===== config.mk =====
export PLATFORM = sky130hd
export DESIGN_NAME = key_value_table
export DESIGN_NICKNAME = d
export VERILOG_FILES = /design/src/design/kvt_pkg.sv /design/src/design/kvt_ctrl.sv /design/src/design/kvt_dp.sv /design/src/design/key_value_table.sv
export SDC_FILE = /design/constraint.sdc
export NUM_CORES = 1
export LEC_CHECK = 0
export BUFFER_PORTS_ARGS = -buffer_cell sky130_fd_sc_hd__buf_2
export CAP_MARGIN = 20
export CELL_PAD_IN_SITES_DETAIL_PLACEMENT = 1
export CELL_PAD_IN_SITES_GLOBAL_PLACEMENT = 2
export CORE_MARGIN = 2
export CORE_UTILIZATION = 40
export DETAILED_ROUTE_END_ITERATION = 7
export PLACE_DENSITY = 0.7
export SLEW_MARGIN = 40
export SYNTH_ARGS = -nofsm -noshare
export SYNTH_HDL_FRONTEND = slang
export SYNTH_SLANG_ARGS = --single-unit

===== constraint.sdc =====
create_clock -name clk_i -period 7.5 [get_ports clk_i]
set_input_delay 1.125 -clock clk_i [delete_from_list [all_inputs] [get_ports clk_i]]
set_output_delay 1.125 -clock clk_i [all_outputs]
set_load 0.05 [all_outputs]

===== src/design/kvt_pkg.sv =====
// shared types and constants of the key value table
package kvt_pkg;

  localparam int unsigned ENTRIES    = 16;
  localparam int unsigned KEY_BITS   = 32;
  localparam int unsigned VALUE_BITS = 32;

  localparam int unsigned IDX_W = $clog2(ENTRIES);
  localparam int unsigned CNT_W = $clog2(ENTRIES + 1);

  localparam int unsigned MODE_FIELD_W  = 2;
  localparam int unsigned KEY_FIELD_W   = 32;
  localparam int unsigned VALUE_FIELD_W = 32;
  localparam int unsigned SLOT_FIELD_W  = 4;
  localparam int unsigned OCC_FIELD_W   = 5;

  typedef enum logic [MODE_FIELD_W-1:0] {
    MODE_INSERT  = 2'd0,
    MODE_LOOKUP  = 2'd1,
    MODE_EXTRACT = 2'd2
  } mode_e;

  typedef struct packed {
    logic [MODE_FIELD_W-1:0]  mode;
    logic [KEY_FIELD_W-1:0]   key;
    logic [VALUE_FIELD_W-1:0] value_in;
  } item_t;

  typedef struct packed {
    logic                     ok;
    logic [VALUE_FIELD_W-1:0] value_out;
    logic [SLOT_FIELD_W-1:0]  slot;
    logic [OCC_FIELD_W-1:0]   occupied;
  } result_t;

  // controller to datapath
  typedef struct packed {
    logic load;
    logic issue;
    logic update;
  } cmd_t;

  // datapath to controller
  typedef struct packed {
    logic hit;
    logic issue_last;
  } stat_t;

endpackage


===== src/design/kvt_ctrl.sv =====
// sequencing of one item: load, slot scan, drain, table update
module kvt_ctrl import kvt_pkg::*; (
  input  logic  clk_i,
  input  logic  rst_ni,
  input  logic  start,
  output logic  busy,
  output cmd_t  cmd_o,
  input  stat_t stat_i
);

  typedef enum logic [1:0] {
    S_IDLE,
    S_SCAN,
    S_DRAIN,
    S_UPDATE
  } state_e;

  state_e state_q, state_d;
  logic   busy_q;

  always_comb begin
    state_d = state_q;
    case (state_q)
      S_IDLE: begin
        if (start) state_d = S_SCAN;
      end
      S_SCAN: begin
        if (stat_i.hit) state_d = S_UPDATE;
        else if (stat_i.issue_last) state_d = S_DRAIN;
      end
      S_DRAIN:  state_d = S_UPDATE;
      S_UPDATE: state_d = S_IDLE;
      default:  state_d = S_IDLE;
    endcase
  end

  always_ff @(posedge clk_i or negedge rst_ni) begin
    if (!rst_ni) begin
      state_q <= S_IDLE;
      busy_q  <= 1'b0;
    end else begin
      state_q <= state_d;
      busy_q  <= (state_d != S_IDLE);
    end
  end

  assign busy         = busy_q;
  assign cmd_o.load   = (state_q == S_IDLE) && start;
  assign cmd_o.issue  = (state_q == S_SCAN) && !stat_i.hit;
  assign cmd_o.update = (state_q == S_UPDATE);

endmodule


===== src/design/kvt_dp.sv =====
// slot stores, scan pipeline, match capture and result register
module kvt_dp import kvt_pkg::*; (
  input  logic    clk_i,
  input  logic    rst_ni,
  input  item_t   item_i,
  input  cmd_t    cmd_i,
  output stat_t   stat_o,
  output logic    done_o,
  output result_t result_o
);

  logic [KEY_BITS-1:0]   key_mem [ENTRIES];
  logic [VALUE_BITS-1:0] val_mem [ENTRIES];
  logic [ENTRIES-1:0]    valid_q;
  logic [CNT_W-1:0]      count_q, count_d;

  logic [MODE_FIELD_W-1:0] mode_q;
  logic [KEY_BITS-1:0]     key_q;
  logic [VALUE_BITS-1:0]   value_q;

  logic [IDX_W-1:0]      idx_q;
  logic                  rd_live_q;
  logic [IDX_W-1:0]      rd_idx_q;
  logic [KEY_BITS-1:0]   key_rd_q;
  logic [VALUE_BITS-1:0] val_rd_q;
  logic                  vld_rd_q;

  logic                  hit_q;
  logic [IDX_W-1:0]      hit_idx_q;
  logic [VALUE_BITS-1:0] hit_val_q;

  logic    is_insert, is_search, match;
  logic    done_q;
  result_t res_q, res_d;

  assign is_insert = (mode_q == MODE_INSERT);
  assign is_search = (mode_q == MODE_LOOKUP) || (mode_q == MODE_EXTRACT);

  // insert wants a free slot, search wants a live slot with an equal key
  assign match = rd_live_q && !hit_q &&
                 ((is_insert && !vld_rd_q) ||
                  (is_search && vld_rd_q && (key_rd_q == key_q)));

  assign stat_o.hit        = hit_q;
  assign stat_o.issue_last = (idx_q == IDX_W'(ENTRIES - 1));

  // item and scan registers, slot store writes and result register
  always_ff @(posedge clk_i) begin
    if (cmd_i.load) begin
      mode_q  <= item_i.mode;
      key_q   <= KEY_BITS'(item_i.key);
      value_q <= VALUE_BITS'(item_i.value_in);
    end
    if (cmd_i.issue) begin
      key_rd_q <= key_mem[idx_q];
      val_rd_q <= val_mem[idx_q];
      vld_rd_q <= valid_q[idx_q];
      rd_idx_q <= idx_q;
    end
    if (match) begin
      hit_idx_q <= rd_idx_q;
      hit_val_q <= val_rd_q;
    end
    if (cmd_i.update && hit_q && is_insert) begin
      key_mem[hit_idx_q] <= key_q;
      val_mem[hit_idx_q] <= value_q;
    end
    if (cmd_i.update) res_q <= res_d;
  end

  always_ff @(posedge clk_i or negedge rst_ni) begin
    if (!rst_ni) begin
      idx_q     <= '0;
      rd_live_q <= 1'b0;
      hit_q     <= 1'b0;
    end else begin
      rd_live_q <= cmd_i.issue;
      if (cmd_i.load) begin
        idx_q <= '0;
        hit_q <= 1'b0;
      end else begin
        if (cmd_i.issue) idx_q <= idx_q + IDX_W'(1);
        if (match) hit_q <= 1'b1;
      end
    end
  end

  always_comb begin
    count_d = count_q;
    if (hit_q && is_insert) count_d = count_q + CNT_W'(1);
    else if (hit_q && (mode_q == MODE_EXTRACT)) count_d = count_q - CNT_W'(1);

    res_d.ok        = hit_q;
    res_d.value_out = (hit_q && is_search) ? VALUE_FIELD_W'(hit_val_q) : '0;
    res_d.slot      = hit_q ? SLOT_FIELD_W'(hit_idx_q) : '0;
    res_d.occupied  = OCC_FIELD_W'(count_d);
  end

  // occupancy state and result strobe
  always_ff @(posedge clk_i or negedge rst_ni) begin
    if (!rst_ni) begin
      valid_q <= '0;
      count_q <= '0;
      done_q  <= 1'b0;
    end else begin
      done_q <= cmd_i.update;
      if (cmd_i.update) begin
        count_q <= count_d;
        if (hit_q && is_insert) valid_q[hit_idx_q] <= 1'b1;
        else if (hit_q && (mode_q == MODE_EXTRACT)) valid_q[hit_idx_q] <= 1'b0;
      end
    end
  end

  assign done_o   = done_q;
  assign result_o = res_q;

endmodule


===== src/design/key_value_table.sv =====
// top level of the key value table: controller plus datapath
//
// a table of 16 key/value slots. an item is taken on a rising edge where
// start is high and busy is low; item_i carries mode (insert, lookup,
// extract), key and value_in. insert fills the lowest free slot, lookup
// returns the value of the lowest live slot holding the key, extract does
// the same and frees that slot. each item gives exactly one result on
// result_o, shown for one cycle while done_o is high: ok, value_out, slot
// and the occupied count after the item.
// slots are scanned one per cycle through a registered read of the key
// and value memories, followed by a compare whose hit is registered; the
// scan ends once a hit is registered, while a miss, a full table or an
// unused mode scans every slot and then drains the last compare.
// busy drops while the result is shown, so a new item can be taken on the
// edge that ends it.
// reset empties every slot and clears the count; no clearing pass runs.
// the receiver cannot stall: done_o is a one-cycle strobe.
module key_value_table import kvt_pkg::*; (
  input  logic    clk_i,
  input  logic    rst_ni,
  input  logic    start,
  output logic    busy,
  input  item_t   item_i,
  output logic    done_o,
  output result_t result_o
);

  cmd_t  cmd;
  stat_t stat;

  kvt_ctrl u_ctrl (
    .clk_i  (clk_i),
    .rst_ni (rst_ni),
    .start  (start),
    .busy   (busy),
    .cmd_o  (cmd),
    .stat_i (stat)
  );

  kvt_dp u_dp (
    .clk_i    (clk_i),
    .rst_ni   (rst_ni),
    .item_i   (item_i),
    .cmd_i    (cmd),
    .stat_o   (stat),
    .done_o   (done_o),
    .result_o (result_o)
  );

endmodule


Word-level counts from Yosys, hierarchy flattened
Memory sizes are Yosys's and may differ from the RTL's. A register that Yosys moved wholly into a read port is not among the register bits.
Index checks and enable logic that the tools add are counted.
- bits in registers: 180
- RAM bits: 1024
- logic and storage cells: 79
- memories: 2
- $add $sub $neg: 3
- magnitude comparators: 3
- equality and inequality tests: 7
- muxes and demuxes: 18
- bitwise gates (word level): 3
- reductions and logical operators: 24
- memory list (memory ; depth ; width ; read ports ; clocked after Yosys merged registers in ; wr ports ; RTL line ; source):
    u_dp.key_mem ; 16 ; 32 ; 1 ; 1 ; 1 ; kvt_dp.sv:12 ; logic [KEY_BITS-1:0] key_mem [ENTRIES];
    u_dp.val_mem ; 16 ; 32 ; 1 ; 1 ; 1 ; kvt_dp.sv:13 ; logic [VALUE_BITS-1:0] val_mem [ENTRIES];
- operators by type and width (operator ; number):
    equality test 32 bit ; 1
    2-to-1 mux 16 bit ; 2
    bitwise AND 16 bit ; 1
    NOT 16 bit ; 1
    OR 16 bit ; 1
    logical AND 1 bit ; 13
    < comparator 4 x 5 -> 1 bit, second input constant ; 2
    2-to-1 mux 5 bit ; 2
    2-to-1 mux 4 bit ; 2
    one-hot mux 2 bit (4 select lines) ; 1
    nonzero test 2 bit ; 4
    equality test 2 bit, second input constant ; 3
    2-to-1 mux 1 bit ; 6
    2-to-1 mux 2 bit ; 3
    adder 5 x 1 -> 5 bit, second input constant ; 1
    subtractor 5 x 1 -> 5 bit, second input constant ; 1
    adder 4 x 1 -> 4 bit, second input constant ; 1
    binary-select mux 1 bit (select 4 bit) ; 1
    demux 1 bit (select 4 bit) ; 1
    equality test 2 x 1 -> 1 bit, second input constant ; 2
    equality test 4 bit, second input constant ; 1
    >= comparator 4 x 1 -> 1 bit, second input constant ; 1
    logical NOT 2 bit ; 2
    logical NOT 1 bit ; 2
    other kinds (2) ; 3

Logic depth before layout (Yosys ltp)
- depth in word-level cells: 8
- depth in mapped cells: 8
- depth with buffers taken out: 7

Modules after synthesis
Synthesis repeated with hierarchy kept, for this count alone.
- cell total of the unflattened synthesis: 2114
- area total of the unflattened synthesis: 47563.1 µm²
- modules (own cells, without submodules) (module ; times used ; cells an instance ; area each (µm²) ; seq. area each (µm²)):
    kvt_dp ; 1 ; 2100 ; 47423.0 ; 37846.3
    kvt_ctrl ; 1 ; 14 ; 140.1 ; 75.1

Least setup slack after synthesis
Ideal clock, no wire load.
- path type: input to register
- start: input start
- end: register u_dp.hit_q
- library setup time: 0.370 ns
- data arrival time: 6.677 ns
- required time: 7.130 ns
- path slack: 0.453 ns
- stages: 3
- cell sequence: nor3b_1 -> nand2b_1 -> o22ai_1
- cells in the longest elaborated chain, start to end: 2
- ends and longest elaborated chain (element ; RTL line ; source):
    start: declaration ; key_value_table.sv:21 ; input logic start,
    logical AND 1 bit * ; kvt_ctrl.sv:48 ; assign cmd_o.load = (state_q == S_IDLE) && start;
    2-to-1 mux 1 bit or nonzero test 2 bit (tied branches) ; n/a ;
    end signal: assignment ; kvt_dp.sv:75 ; hit_q <= 1'b0;
    end signal: assignment ; kvt_dp.sv:80 ; hit_q <= 1'b0;
    end signal: assignment ; kvt_dp.sv:83 ; if (match) hit_q <= 1'b1;
    end: declaration ; kvt_dp.sv:28 ; logic hit_q;
Mark *: on every way between the ends. The rest lies on a longest branch, timed or not.
A chain may end at the register's enable or synchronous reset.

Worst setup path after layout
- start: register u_dp.mode_q[0]
- end: memory u_dp.key_mem[3][6], enable pin
- cells in the longest elaborated chain, start to end: 4
- ends and longest elaborated chain (element ; RTL line ; source):
    start: declaration ; kvt_dp.sv:17 ; logic [MODE_FIELD_W-1:0] mode_q;
    start signal: assignment ; kvt_dp.sv:50 ; mode_q <= item_i.mode;
    logical NOT 2 bit ; kvt_dp.sv:36 ; assign is_insert = (mode_q == MODE_INSERT);
    logical AND 1 bit ; kvt_dp.sv:64 ; if (cmd_i.update && hit_q && is_insert) begin
    2-to-1 mux 1 bit ; kvt_dp.sv:64 ;
    2-to-1 mux 1 bit (implied by the code) ; kvt_dp.sv:65 ; key_mem[hit_idx_q] <= key_q;
    end: declaration ; kvt_dp.sv:12 ;
No other way between the ends.

==> run_results.csv <==
group,metric,value,unit
yosys,synthCells,1898,
routing,ant_nets,0,
pwr,power,19.0,mW
critical_path,path_cells,"inv_1 > ha_1 > and2_1 > and3_1 > nand3_1 > nor3_2 > buf_4 > buf_4",
timing,finalCriticalPeriod,3.91,ns
grt,first_global_vias,22100,
place,place_congestion,0.727,
critical_path,reg2reg_to,"u_dp.key_mem[3][6]$_DFFE_PP_",
timing,relSlewSlack,0.443,
critical_path,path_class,"reg2reg",
yosys,synth_top_area_cell,"edfxtp_1",
cells_and_area,final_common_cell,"edfxtp_1",
timing,max_freq,0.256,GHz
cells_and_area,post-route-cell-area,54100,um^2
timing,slew_violations,0,
clocking,cts_buffers,130,
clocking,cts_root_buffer,"clkbuf_16",
cells_and_area,fill_cells,10300,
routing,drt_iter0_drc,1878,
pwr,leakage,17.0,nW
timing,worst_slew_pin_slew,0.835,ns
clocking,clkLatencyLatePin,0.75,ns
job,cap_violations,0,
floorplanning,fp.dieH,347,um
yosys,synth_cell_types,32,
yosys,synth_warnings,0,
clocking,clk_pin_slew,0.06,ns
routing,drtPass1Iterations,5,
timing,setup_viol,0,
critical_path,required,7.87,ns
critical_path,critPathMaxFanout,34,
cells_and_area,syn2layout_area_growth,14.7,%
floorplanning,die_x,347,um
pwr,p_per_area,350,nW/um^2
pwr,peakVddDrop,0.243,mV
clocking,cts_tree,"done",
timing,rsz0062_at_grt,"no",
critical_path,crit_path_start_kind,"register",
routing,drc,0,
routing,vias,20600,
yosys,synth-seq-cells,1268,
critical_path,crit_top_cell,"buf_4",
timing,whs,0.324,ns
routing,viasPerCell,5.50,
timing,fin_worst_skew,0.0231,ns
critical_path,rr_startpoint,"u_dp.mode_q[0]$_DFFE_PP_",
critical_path,slowest_stage,"buf_4",
routing,routed_wl,105000,um
grt,grt_pass1_wl,155000,um
grt,gr-total-overflow,0,
timing,hold_violations,0,
critical_path,crit_path_end_kind,"register",
clocking,hold_buffers,0,
yosys,yosysSeqAreaShare,0.804,
critical_path,crit_family,"simple AND/OR/NAND/NOR gates",
critical_path,cp.buffers_inverters,3,
yosys,syn_nets,1972,
yosys,syn_avg_cell_area,24.9,um^2
critical_path,rr_worst_depth,8,
clocking,cts_resized,0,
cells_and_area,nets,2190,
floorplanning,coreArea,117000,um^2
clocking,clock_path_buffers,3,
clocking,cts_max_level,4,
place,place_hpwl,55700,um
yosys,synth_top_area_frac,0.787,
clocking,post_cts_buffers,0,
place,portBuffers,112,
floorplanning,start_util,0.405,
critical_path,max_stage_delay,0.69,ns
timing,period_share,0.522,
hold_path,hold_path_class,"in2async",
critical_path,critPathArrivalTime,4.28,ns
cells_and_area,layout-drive-gt1-share,0.317,
critical_path,r2r_slack,3.59,ns
status,run_status,"finished clean",
grt,track_usage,0.177,
cells_and_area,final_cell_mix,"1237 x edfxtp_1, 325 x mux4_2, 130 x clkbuf_16, 111 x buf_2, 38 x buf_4",
yosys,synth_area,47200,um^2
yosys,yosys-top-cells-area,"edfxtp_1 79%, mux4_2 16%, dfrtp_1 1.6%, xnor2_1 0.65%, buf_6 0.48%",
floorplanning,ios,113,
floorplanning,fp-row-count,125,
clocking,clock_sinks,1268,
floorplanning,dieArea,121000,um^2
place,placed_area,49900,um^2
routing,routedWlPerCell,28.1,um
grt,grt_antenna_before_repair,2,
grt,grt_max_degree,85,
timing,tns,0,ns
cell families after synthesis:
kind of cell	synth area share
and+or+nand+nor	0.0146
DFF	0.804
AOI/OAI and AO/OA	0.00178
adders and majority gates	0.00133
buffers and inverters	0.0111
xor gates and xnor gates	0.00780
muxes	0.159
how the worst max path moves through the flow:
stage	start	end	cells after the start
2_1_floorplan	start	u_dp.hit_q$_DFFE_PN0P_	3
3_3_place_gp	u_dp.mode_q[0]$_DFFE_PP_	u_dp.val_mem[11][19]$_DFFE_PP_	7
3_5_place_dp	u_dp.mode_q[0]$_DFFE_PP_	u_dp.key_mem[3][9]$_DFFE_PP_	8
4_1_cts	u_dp.mode_q[0]$_DFFE_PP_	u_dp.key_mem[3][9]$_DFFE_PP_	8
5_1_grt	u_dp.mode_q[0]$_DFFE_PP_	u_dp.key_mem[3][11]$_DFFE_PP_	8
6_report	u_dp.mode_q[0]$_DFFE_PP_	u_dp.key_mem[3][6]$_DFFE_PP_	8
layer usage:
layer	vias to the layer above	global-route usage	routed length (um)
met2	571	0.274	50300
met4	0	0.0444	1810
met1	11300	0.259	47800
met5	-	0	0
li1	8526	-	-
met3	138	0.0332	5230
state kept, by name (all words and copies together) (netlist names), 2 cells and up, named ones only:
name / cells
u_ctrl.state_q: 2
u_dp.count_q: 5
u_dp.hit_idx_q: 4
u_dp.hit_val_q: 32
u_dp.idx_q: 4
u_dp.key_mem: 512
u_dp.key_q: 32
u_dp.key_rd_q: 32
u_dp.mode_q: 2
u_dp.rd_idx_q: 4
u_dp.result_o: 42
u_dp.val_mem: 512
u_dp.val_rd_q: 32
u_dp.value_q: 32
stage by stage:
step	std cells	worst slack [ns]	util
global placement	3491	3.37	0.426
global route	3739	3.31	0.464
floorplan	1898	0.453	-
CTS	3735	3.58	0.463
detailed placement	3504	3.62	0.429
finish	3740	3.59	0.464
worst reg2reg max path, delay by kind of cell, from the launching register on:
family                     cells  cell delay, ns
buffers and inverters          3            1.34
DFF                            1            0.39
and+or+nand+nor                4            1.48
adders and majority gates      1            0.29
cell type report:
cell class	count	area [um^2]	area share
inverter	7	26.3	0.000486
clock buffer	157	3350	0.0620
antenna	1	2.50	0.0000463
clock inverter	74	709	0.0131
sequential	1268	37900	0.701
tap	1524	1910	0.0353
multi-input combinational	535	8860	0.164
timing repair buffer	174	1290	0.0238
Yosys cell counts:
| cell | instances |
|---|---|
| or4b_1 | 1 |
| nor3_1 | 9 |
| nand2_1 | 15 |
| nor3b_1 | 3 |
| and4_1 | 1 |
| nor2_1 | 33 |
| nand4_1 | 9 |
| nand3_1 | 6 |
| and2_1 | 5 |
| xor2_1 | 7 |
| inv_1 | 7 |
| o21ai_0 | 4 |
| mux4_2 | 325 |
| and3_1 | 33 |
| buf_2 | 14 |
| nor3b_2 | 1 |
| buf_1 | 7 |
| nor4_1 | 2 |
| o21bai_1 | 1 |
| buf_6 | 20 |
| mux2_1 | 10 |
| edfxtp_1 | 1237 |
| mux2_2 | 8 |
| clkbuf_1 | 47 |
| ha_1 | 5 |
| nand2b_1 | 10 |
| nor2b_1 | 2 |
| a31oi_1 | 3 |
| dfrtp_1 | 31 |
| a21oi_1 | 5 |
| o22ai_1 | 2 |
| xnor2_1 | 35 |
power by group:
part	internal (mW)	switching [mW]	total [mW]
registers	8.51	0.423	8.94
clock network	3.50	2.70	6.20
logic	1.85	1.96	3.82
total	13.9	5.09	19.0
No activity file was read; power rests on OpenSTA's default activity.
